==> src/design/lsnd_pkg.sv <==
package lsnd_pkg;

  localparam int NUM_NOTES = 6;

  localparam int AMT_W  = 27;
  localparam int CNT_W  = 16;
  localparam int TOT_W  = 19;
  localparam int UNIT_W = 14;  // amount in units of the smallest note
  localparam int SEL_W  = 3;

  localparam int MUL_A_W = 27;
  localparam int MUL_B_W = 28;
  localparam int PROD_W  = MUL_A_W + MUL_B_W;

  // amount / 10000 == (amount * RECIP_BASE) >> BASE_SHIFT, exact for 27-bit amounts
  localparam logic [MUL_B_W-1:0] RECIP_BASE = 28'd219902326;
  localparam int                 BASE_SHIFT = 41;
  localparam logic [UNIT_W-1:0]  NOTE_BASE  = 14'd10000;

  // units / m == (units * NOTE_RECIP[k]) >> FIT_SHIFT, exact for 14-bit units
  localparam int FIT_SHIFT = 20;

  localparam logic [SEL_W-1:0] LAST_NOTE = 3'd5;

  // Note values in units of 10000
  localparam logic [5:0] NOTE_UNITS [NUM_NOTES] = '{
    6'd50, 6'd20, 6'd10, 6'd5, 6'd2, 6'd1
  };

  localparam logic [20:0] NOTE_RECIP [NUM_NOTES] = '{
    21'd20972, 21'd52429, 21'd104858, 21'd209716, 21'd524288, 21'd1048576
  };

  typedef struct packed {
    logic [AMT_W-1:0] amount;
    logic [SEL_W-1:0] start_denom;
    logic [CNT_W-1:0] stock_500k;
    logic [CNT_W-1:0] stock_200k;
    logic [CNT_W-1:0] stock_100k;
    logic [CNT_W-1:0] stock_50k;
    logic [CNT_W-1:0] stock_20k;
    logic [CNT_W-1:0] stock_10k;
  } req_t;

  typedef struct packed {
    logic [CNT_W-1:0] out_500k;
    logic [CNT_W-1:0] out_200k;
    logic [CNT_W-1:0] out_100k;
    logic [CNT_W-1:0] out_50k;
    logic [CNT_W-1:0] out_20k;
    logic [CNT_W-1:0] out_10k;
    logic [TOT_W-1:0] total_notes;
    logic             success;
  } rsp_t;

endpackage

==> src/design/limited_stock_note_dispenser.sv <==
// Channel | Direction | Handshake             | Payload
// --------+-----------+-----------------------+-----------------------------------
// req     | in        | req_valid / req_ready | amount, start_denom, six stocks
// rsp     | out       | rsp_valid / rsp_ready | six note counts, total, success
//
// From acceptance until its result is registered, a transaction steps through DIV, BACK
// and REM to split the amount into units of 10000 and a residue, through FIT and TAKE for
// each allowed note kind with one shared registered multiplier, and through DONE to load the output register.
// req_ready is high only while the sequencer is idle; rst is synchronous, active high,
// and clears the sequencer and rsp_valid. A waiting result does not block the next
// accept; a finished transaction holds in its last step until the output is free.
module limited_stock_note_dispenser
  import lsnd_pkg::*;
(
  input  logic clk,
  input  logic rst,
  input  logic req_valid,
  output logic req_ready,
  input  req_t req,
  output logic rsp_valid,
  input  logic rsp_ready,
  output rsp_t rsp
);

  typedef enum logic [2:0] {
    IDLE,
    DIV,   // amount * reciprocal of 10000
    BACK,  // units back to currency, to find the residue
    REM,   // compare residue, pick first note kind
    FIT,   // units * reciprocal of note value
    TAKE,  // clamp to stock, reduce units
    DONE
  } state_t;

  state_t            state;
  req_t              item;
  logic [UNIT_W-1:0] units;
  logic              short_amt;
  logic [SEL_W-1:0]  k;
  logic [CNT_W-1:0]  cnt [NUM_NOTES];
  logic [TOT_W-1:0]  total;

  logic               mul_en;
  logic [MUL_A_W-1:0] mul_a;
  logic [MUL_B_W-1:0] mul_b;
  logic [PROD_W-1:0]  prod;

  logic [UNIT_W-1:0] q_units;
  logic [UNIT_W-1:0] fit;
  logic [CNT_W-1:0]  stock_sel;
  logic [UNIT_W-1:0] take;
  logic [19:0]       take_units;
  logic [SEL_W-1:0]  first;

  assign req_ready = (state == IDLE);

  assign q_units = prod[PROD_W-1:BASE_SHIFT];
  assign fit     = prod[FIT_SHIFT+UNIT_W-1:FIT_SHIFT];

  // Start selector saturates at the smallest note
  assign first = (item.start_denom > LAST_NOTE) ? LAST_NOTE : item.start_denom;

  always_comb begin
    case (k)
      3'd0:    stock_sel = item.stock_500k;
      3'd1:    stock_sel = item.stock_200k;
      3'd2:    stock_sel = item.stock_100k;
      3'd3:    stock_sel = item.stock_50k;
      3'd4:    stock_sel = item.stock_20k;
      default: stock_sel = item.stock_10k;
    endcase
  end

  // Take what fits, but never more than the stock; stock below fit fits in UNIT_W
  assign take       = (CNT_W'(fit) < stock_sel) ? fit : stock_sel[UNIT_W-1:0];
  assign take_units = 20'(take) * 20'(NOTE_UNITS[k]);

  // Operand select for the shared multiplier
  always_comb begin
    mul_en = 1'b0;
    mul_a  = item.amount;
    mul_b  = RECIP_BASE;
    unique case (state)
      DIV: begin
        mul_en = 1'b1;
      end
      BACK: begin
        mul_en = 1'b1;
        mul_a  = MUL_A_W'(q_units);
        mul_b  = MUL_B_W'(NOTE_BASE);
      end
      FIT: begin
        mul_en = 1'b1;
        mul_a  = MUL_A_W'(units);
        mul_b  = MUL_B_W'(NOTE_RECIP[k]);
      end
      default: begin
        mul_en = 1'b0;
      end
    endcase
  end

  lsnd_mul u_mul (
    .clk  (clk),
    .en   (mul_en),
    .a    (mul_a),
    .b    (mul_b),
    .prod (prod)
  );

  always_ff @(posedge clk) begin
    if (rst) begin
      state     <= IDLE;
      rsp_valid <= 1'b0;
    end else begin
      // Raise valid when a result loads, drop it once the consumer takes it
      if (state == DONE && (!rsp_valid || rsp_ready)) begin
        rsp_valid <= 1'b1;
      end else if (rsp_valid && rsp_ready) begin
        rsp_valid <= 1'b0;
      end

      unique case (state)
        IDLE: begin
          if (req_valid) begin
            item  <= req;
            total <= '0;
            for (int i = 0; i < NUM_NOTES; i++) begin
              cnt[i] <= '0;
            end
            state <= DIV;
          end
        end
        DIV: begin
          state <= BACK;
        end
        BACK: begin
          units <= q_units;
          state <= REM;
        end
        REM: begin
          // Anything below 10000 can never be paid out
          short_amt <= (prod[AMT_W-1:0] != item.amount);
          k         <= first;
          state     <= FIT;
        end
        FIT: begin
          state <= TAKE;
        end
        TAKE: begin
          cnt[k] <= CNT_W'(take);
          total  <= total + TOT_W'(take);
          units  <= units - take_units[UNIT_W-1:0];
          if (k == LAST_NOTE) begin
            state <= DONE;
          end else begin
            k     <= k + 3'd1;
            state <= FIT;
          end
        end
        DONE: begin
          // Hold until the output register is free
          if (!rsp_valid || rsp_ready) begin
            rsp.out_500k    <= cnt[0];
            rsp.out_200k    <= cnt[1];
            rsp.out_100k    <= cnt[2];
            rsp.out_50k     <= cnt[3];
            rsp.out_20k     <= cnt[4];
            rsp.out_10k     <= cnt[5];
            rsp.total_notes <= total;
            rsp.success     <= !short_amt && (units == '0);
            state           <= IDLE;
          end
        end
        default: begin
          state <= IDLE;
        end
      endcase
    end
  end

endmodule

==> src/design/lsnd_mul.sv <==
module lsnd_mul
  import lsnd_pkg::*;
(
  input  logic               clk,
  input  logic               en,
  input  logic [MUL_A_W-1:0] a,
  input  logic [MUL_B_W-1:0] b,
  output logic [PROD_W-1:0]  prod
);

  // Registered product; hold when not enabled
  always_ff @(posedge clk) begin
    if (en) begin
      prod <= PROD_W'(a) * PROD_W'(b);
    end
  end

endmodule

==> config.mk <==
export PLATFORM = sky130hd
export DESIGN_NAME = limited_stock_note_dispenser
export DESIGN_NICKNAME = d
export VERILOG_FILES = /design/src/design/lsnd_pkg.sv /design/src/design/limited_stock_note_dispenser.sv /design/src/design/lsnd_mul.sv
export SDC_FILE = /design/constraint.sdc
export NUM_CORES = 2
export LEC_CHECK = 0
export ABC_AREA = 1
export BUFFER_PORTS_ARGS = -buffer_cell sky130_fd_sc_hd__buf_2
export CAP_MARGIN = 0
export CORE_UTILIZATION = 40
export CTS_CLUSTER_SIZE = 40
export DETAILED_ROUTE_END_ITERATION = 8
export GPL_TIMING_DRIVEN = 0
export PLACE_DENSITY_LB_ADDON = 0.1
export SLEW_MARGIN = 20
export SYNTH_ARGS = -nofsm -noshare
export SYNTH_HDL_FRONTEND = slang
export SYNTH_SLANG_ARGS = --single-unit
==> constraint.sdc <==
create_clock -name clk -period 13.55 [get_ports clk]
set_clock_uncertainty 0.05 [all_clocks]
set_input_delay 3.3875 -clock clk [delete_from_list [all_inputs] [get_ports clk]]
set_output_delay 3.3875 -clock clk [all_outputs]
set_load 0.02 [all_outputs]
# Word level (Yosys, flattened, before mapping)
# Memories as Yosys holds them, arrays and structs flattened. A register that Yosys moved wholly into a read port is not among the register bits.
# Cells that the tools add are included.
# totals
output_inout_bits,118
reg_bits,338
elab_cells,104
input_bits,130
ram_bits,84
mem_count,3
rom_bits,216
# memory_table
name,words,width,read_ports,rd_ports_with_merged_regs,wr,line,rtl
(name not given),8,21,1,0,0,limited_stock_note_dispenser.sv:95,mul_b = MUL_B_W'(NOTE_RECIP[k]);
cnt,6,14,6,6,6,limited_stock_note_dispenser.sv:40,logic [CNT_W-1:0] cnt [NUM_NOTES];
(name not given),8,6,1,0,0,limited_stock_note_dispenser.sv:76,assign take_units = 20'(take) * 20'(NOTE_UNITS[k]);
# op_classes
reduce_logical,22
addsub,3
bitwise_logic,2
eq_ne,15
muxes,31
n_lt_le_gt_ge,3
mul,2
# op_table
operator,count
case mux 16 bit (5 select lines),1
case mux 28 bit (2 select lines),1
multiplier 27 x 28 -> 55 bit,1
case mux 27 bit (2 select lines),1
2-to-1 mux 21 bit,2
case mux 19 bit (2 select lines),1
2-to-1 mux 14 bit,2
case mux 14 bit (2 select lines),1
inequality test 27 bit,1
case mux 3 bit (7 select lines),1
adder 19 x 14 -> 19 bit,1
2-to-1 mux 19 bit,1
less-than comparator 14 x 16 -> 1 bit,1
equality test 3 bit (second input constant),5
2-to-1 mux 3 bit,5
zero test 14 bit,1
multiplier 14 x 6 -> 14 bit,1
OR reduction 14 bit,1
subtractor 14 bit,1
equality test 3 x 2 -> 1 bit (second input constant),4
2-to-1 mux 6 bit,2
AND reduction 3 bit,4
2-to-1 mux 1 bit,11
nonzero test 2 bit,4
other kinds (16),24

# Longest topological paths before layout
# depth
depth_word,7
mapped_depth,45
ltp_nobuf,42

# Hierarchy
# A second synthesis with hierarchy kept.
# unflattened
cells_unflattened,5007
area_unflattened_um2,44458.9
# modules_own_cells
module,seq_area_each_um2,instances,area_each_um2,cells_per_inst
lsnd_mul,1651.6,1,27775.4,3625
limited_stock_note_dispenser,10620.2,1,16683.5,1382

# Worst setup path after synthesis
# Ideal clock, no wire load.
# synth_timing
path_type,in2reg
startpoint,in rst
endpoint,reg rsp[0] in the netlist's numbering (enable)
t_arrival_ps,10627
required_ps,12806
n_path_buf,1
setup_time_ps,694
cell_stages,2
setup_slack_ps,2179
cell_sequence,clkbuf_1 -> nor3_1
# synth_via
elab_chain_len,2
# synth_lines
element,line,rtl
from (decl),limited_stock_note_dispenser.sv:16,"input logic rst,"
inverter 1 bit (no line),n/a,
AND reduction 3 bit (no line),n/a,
to (decl),limited_stock_note_dispenser.sv:22,output rsp_t rsp
# No other way between the ends.
# A chain may end at the register's enable or synchronous reset.

# Final worst setup path
# layout_timing
startpoint,reg state[2]
endpoint,"reg u_mul.prod[52], data pin"
# layout_via
elab_chain_len,3
word_cells_on_any_way,5
classes_between,mul (1); eq/ne (2); mux (2)
# layout_lines
element,line,rtl
from (decl),limited_stock_note_dispenser.sv:35,state_t state;
from (signal assigned),limited_stock_note_dispenser.sv:113,state <= IDLE;
from (signal assigned),limited_stock_note_dispenser.sv:131,state <= DIV;
from (signal assigned),limited_stock_note_dispenser.sv:135,state <= BACK;
equality test 3 bit / equality test 3 x 2 -> 1 bit (equally long branches),limited_stock_note_dispenser.sv:83,unique case (state)
case mux 27 bit (2 select lines) / case mux 28 bit (2 select lines) (equally long branches),limited_stock_note_dispenser.sv:83,
multiplier 27 x 28 -> 55 bit *,lsnd_mul.sv:14,prod <= PROD_W'(a) * PROD_W'(b);
to (signal assigned),lsnd_mul.sv:14,
to (decl),lsnd_mul.sv:8,output logic [PROD_W-1:0] prod
# Mark *: on every way between the ends. The rest lies on a longest branch, timed or not.

==> summary.txt <==
Routing
  – Routed WL: 109.6 mm
  – Residual DRC: 0
  – Vias per cell: 4.730
  – Starting DRC count in detailed routing: 1655
  – DRT antenna net count: 0
  – TritonRoute pass-1 iters: 5
  – DR WL/cell: 20.42 um
  – Via count: 25.38k

Final layout
  – Filler cell count: 9132
  – Area Growth Syn to Fin: 12.80%
  – Final #Nets: 5101
  – Final Cell Area: 0.04269 mm^2
  – Register Area: 0.01206 mm^2
  – Most frequent cells in the layout: inv_1, fa_1, nand2_1
  – Multi-input gate area: 0.02197 mm^2
  – Share of layout cells above drive strength 1: 9.394%
  – Commonest non-fill, non-tap cell in the layout: inv_1

Timing
  – RSZ-0062 raised after global routing: false
  – Final setup viols: 0
  – Worst rel slew slack: 24.48%
  – Max-slew violation count: 0
  – Fin crit share: 79.28%
  – Final WS setup: 2.807 ns
  – Fmax: 93.09 MHz
  – Worst slew pin tran: 1.133 ns
  – Setup_tns: 0 ns
  – Final hold viol count: 0
  – Min Tclk post-route: 10.74 ns

Placed design
  – Post-DP Area: 0.04116 mm^2
  – Worst slack, placed: 2.971 ns
  – GP Congestion: 0.9703
  – Final HPWL DP: 92.32 mm
  – Port-buffer cells: 234

Status
  – Status: finished, final reports clean

Global route
  – GRT met2 Usage: 39.01%
  – Met3 Use GR: 3.696%
  – Number of antenna violations at the first check in global routing: 6
  – Pin count of the biggest net entering global routing: 101
  – GRT overflow: 0
  – Vias in the first global route: 26.62k
  – First-pass GRT wire length: 166.3 mm
  – GR Util All Layers: 23.71%
  – Most used routing layer: met2
  – GR Util met1: 33.28%

Critical path
  – Critical path's largest stage delay: 0.71 ns
  – WS Path Type: flip-flop to flip-flop
  – Worst Path Required: 13.84 ns
  – Reg2Reg Depth: 33
  – Slowest CP cell: clkinv_1
  – Worst Path Arrival: 11.04 ns
  – Setup crit end kind: flip-flop
  – Worst Setup Start Kind: flip-flop
  – CP max FO: 10

Synthesis
  – Main combinational cell family by area after synthesis: adder cells
  – Ys flop type: edfxtp_1
  – Synthesized area: 0.03785 mm^2
  – Sequential area share after synthesis: 31.87%
  – Xor and xnor area share after synthesis: 2.129%
  – Compound-cell area share of the yosys netlist: 4.565%
  – Number of synthesized flops with an enable pin: 399
  – Yosys cell types: 59
  – Synth Area in Simple Gates: 9.514%
  – Fraction of synthesized area in multiplexers: 0%
  – Post-synthesis cell count: 3679
  – Synth Area in Adders: 40.76%
  – Yosys reg bits: 403
  – Synthesis Warnings: 0
  – Async SR Flop Fraction: 0%
  – Avg Synthesized Cell Area: 10.29 um^2

Floorplanning
  – Initial core utilization: 40.49%
  – CORE AREA: 0.09347 mm^2
  – Ports: 248
  – Cell Rows: 112
  – Die ar.: 0.09585 mm^2
  – Die Height: 309.6 um
  – Die Width: 309.6 um

CTS
  – Post_cts resized: 0
  – Hold-fix buffers at CTS: 0
  – Post-CTS setup buffer count: 0
  – Clk buf depth: 3
  – CTS tree: built
  – CTS buffer count: 46
  – Clock sink total: 403
  – Root Driver: clkbuf_16
  – Clk pin slew, worst setup/hold paths: 0.06 ns
  – Clock latency on the worst-skew pair: 0.61 ns
  – H-tree Lvls: 2

Worst hold path
  – Cell depth of the worst hold path: 0
  – Worst Hold Class: flip-flop to flip-flop

Run
  – Max-Cap Viols: 0
cell usage after synthesis, types with 2 or more instances:
master | n | area share (%)
nand3b_1 | 5 | 0.099
ha_1 | 340 | 11
nand2_4 | 4 | 0.12
clkinv_1 | 5 | 0.050
edfxtp_1 | 399 | 32
fa_1 | 558 | 30
buf_4 | 12 | 0.24
nand4_1 | 13 | 0.21
buf_2 | 8 | 0.11
o21bai_1 | 5 | 0.099
xnor2_1 | 34 | 0.79
a221o_1 | 12 | 0.32
buf_1 | 3 | 0.030
o21ai_1 | 4 | 0.053
clkbuf_1 | 52 | 0.52
o21ai_0 | 86 | 1.1
o21a_1 | 5 | 0.099
nor2_1 | 266 | 2.6
o221ai_1 | 2 | 0.046
nor2_2 | 4 | 0.066
dfxtp_1 | 4 | 0.21
a21oi_1 | 113 | 1.5
inv_2 | 9 | 0.089
nand3_1 | 45 | 0.60
a221oi_1 | 2 | 0.046
a31oi_1 | 15 | 0.25
xor2_1 | 58 | 1.3
and3_1 | 4 | 0.066
nor4_1 | 9 | 0.15
o21ai_2 | 8 | 0.19
buf_6 | 3 | 0.089
nand2_2 | 5 | 0.083
nor3_1 | 22 | 0.29
inv_1 | 1009 | 10
nand2_1 | 504 | 5.0
o31ai_1 | 8 | 0.16
conb_1 | 2 | 0.020
a211oi_1 | 4 | 0.079
o211ai_1 | 3 | 0.060
o22ai_1 | 16 | 0.26
per-layer routing:
metal  vias to the layer above  routed length, um
met5                         -                 52
met4                         8               1847
met3                       112               6635
met2                       709              51270
met1                     12593              49750
li1                      11961                  -
metrics by stage:
stage | utilization [%] | hold slack (ns) | instances
2_1_floorplan | - | 0.3503 | 3776
3_3_place_gp | 43.81 | 0.3511 | 5264
3_5_place_dp | 44.04 | 0.3545 | 5279
6_report | 45.67 | 0.3642 | 5366
4_1_cts | 45.66 | 0.3676 | 5363
5_1_grt | 45.67 | 0.3734 | 5364
cells by family (layout without fill, tap and decap cells):
group,count (synthesis),after routing
AO/OA/AOI/OAI,294,294
XOR/XNOR,92,92
adder cells (fa/ha/maj),898,898
buffers and inverters,1102,1435
flip-flops,403,403
other,2,102
AND/OR/NAND/NOR,888,888
critical path, delay by kind of cell (launching register included):
| kind | cells | cell delay (ns) |
|---|---|---|
| adders and majority gates | 8 | 3.78 |
| and+or+nand+nor | 8 | 2.55 |
| buffers and inverters | 10 | 1.96 |
| AOI/OAI and AO/OA | 6 | 1.49 |
| DFF | 1 | 0.47 |
| xor gates and xnor gates | 1 | 0.15 |
worst paths after layout:
| path | end | slack (ns) | start |
|---|---|---|---|
| worst max-delay path | u_mul.prod[52]$_DFFE_PP_ | 2.81 | state[2]$_SDFFE_PP0P_ |
| worst min-delay path | rsp[54]$_DFFE_PP_ | 0.36 | cnt[3][2]$_SDFFCE_PN0P_ |
| worst max register to register | u_mul.prod[52]$_DFFE_PP_ | 2.81 | state[2]$_SDFFE_PP0P_ |
| worst min register to register | rsp[54]$_DFFE_PP_ | 0.36 | cnt[3][2]$_SDFFCE_PN0P_ |
final cells by class:
cell class | count | area share, %
Timing Repair Buffer | 249 | 3.157
Tap cell | 1254 | 3.675
Clock inverter | 32 | 0.7444
Sequential cell | 403 | 28.25
Inverter | 1024 | 9.033
Clock buffer | 52 | 2.799
Multi-Input combinational cell | 2271 | 51.45
Antenna cell | 3 | 0.01759
Buffer | 78 | 0.8675
registers in the layout, summed over array words and instances (netlist names):
name,count
cnt,84
item,126
k,3
rsp,104
rsp_valid,1
short_amt,1
state,3
total,19
u_mul.prod,48
units,14
Power is left out: the tool's default activity adds up to more than one toggle a clock period on the data nets, which glitch-free logic cannot reach.
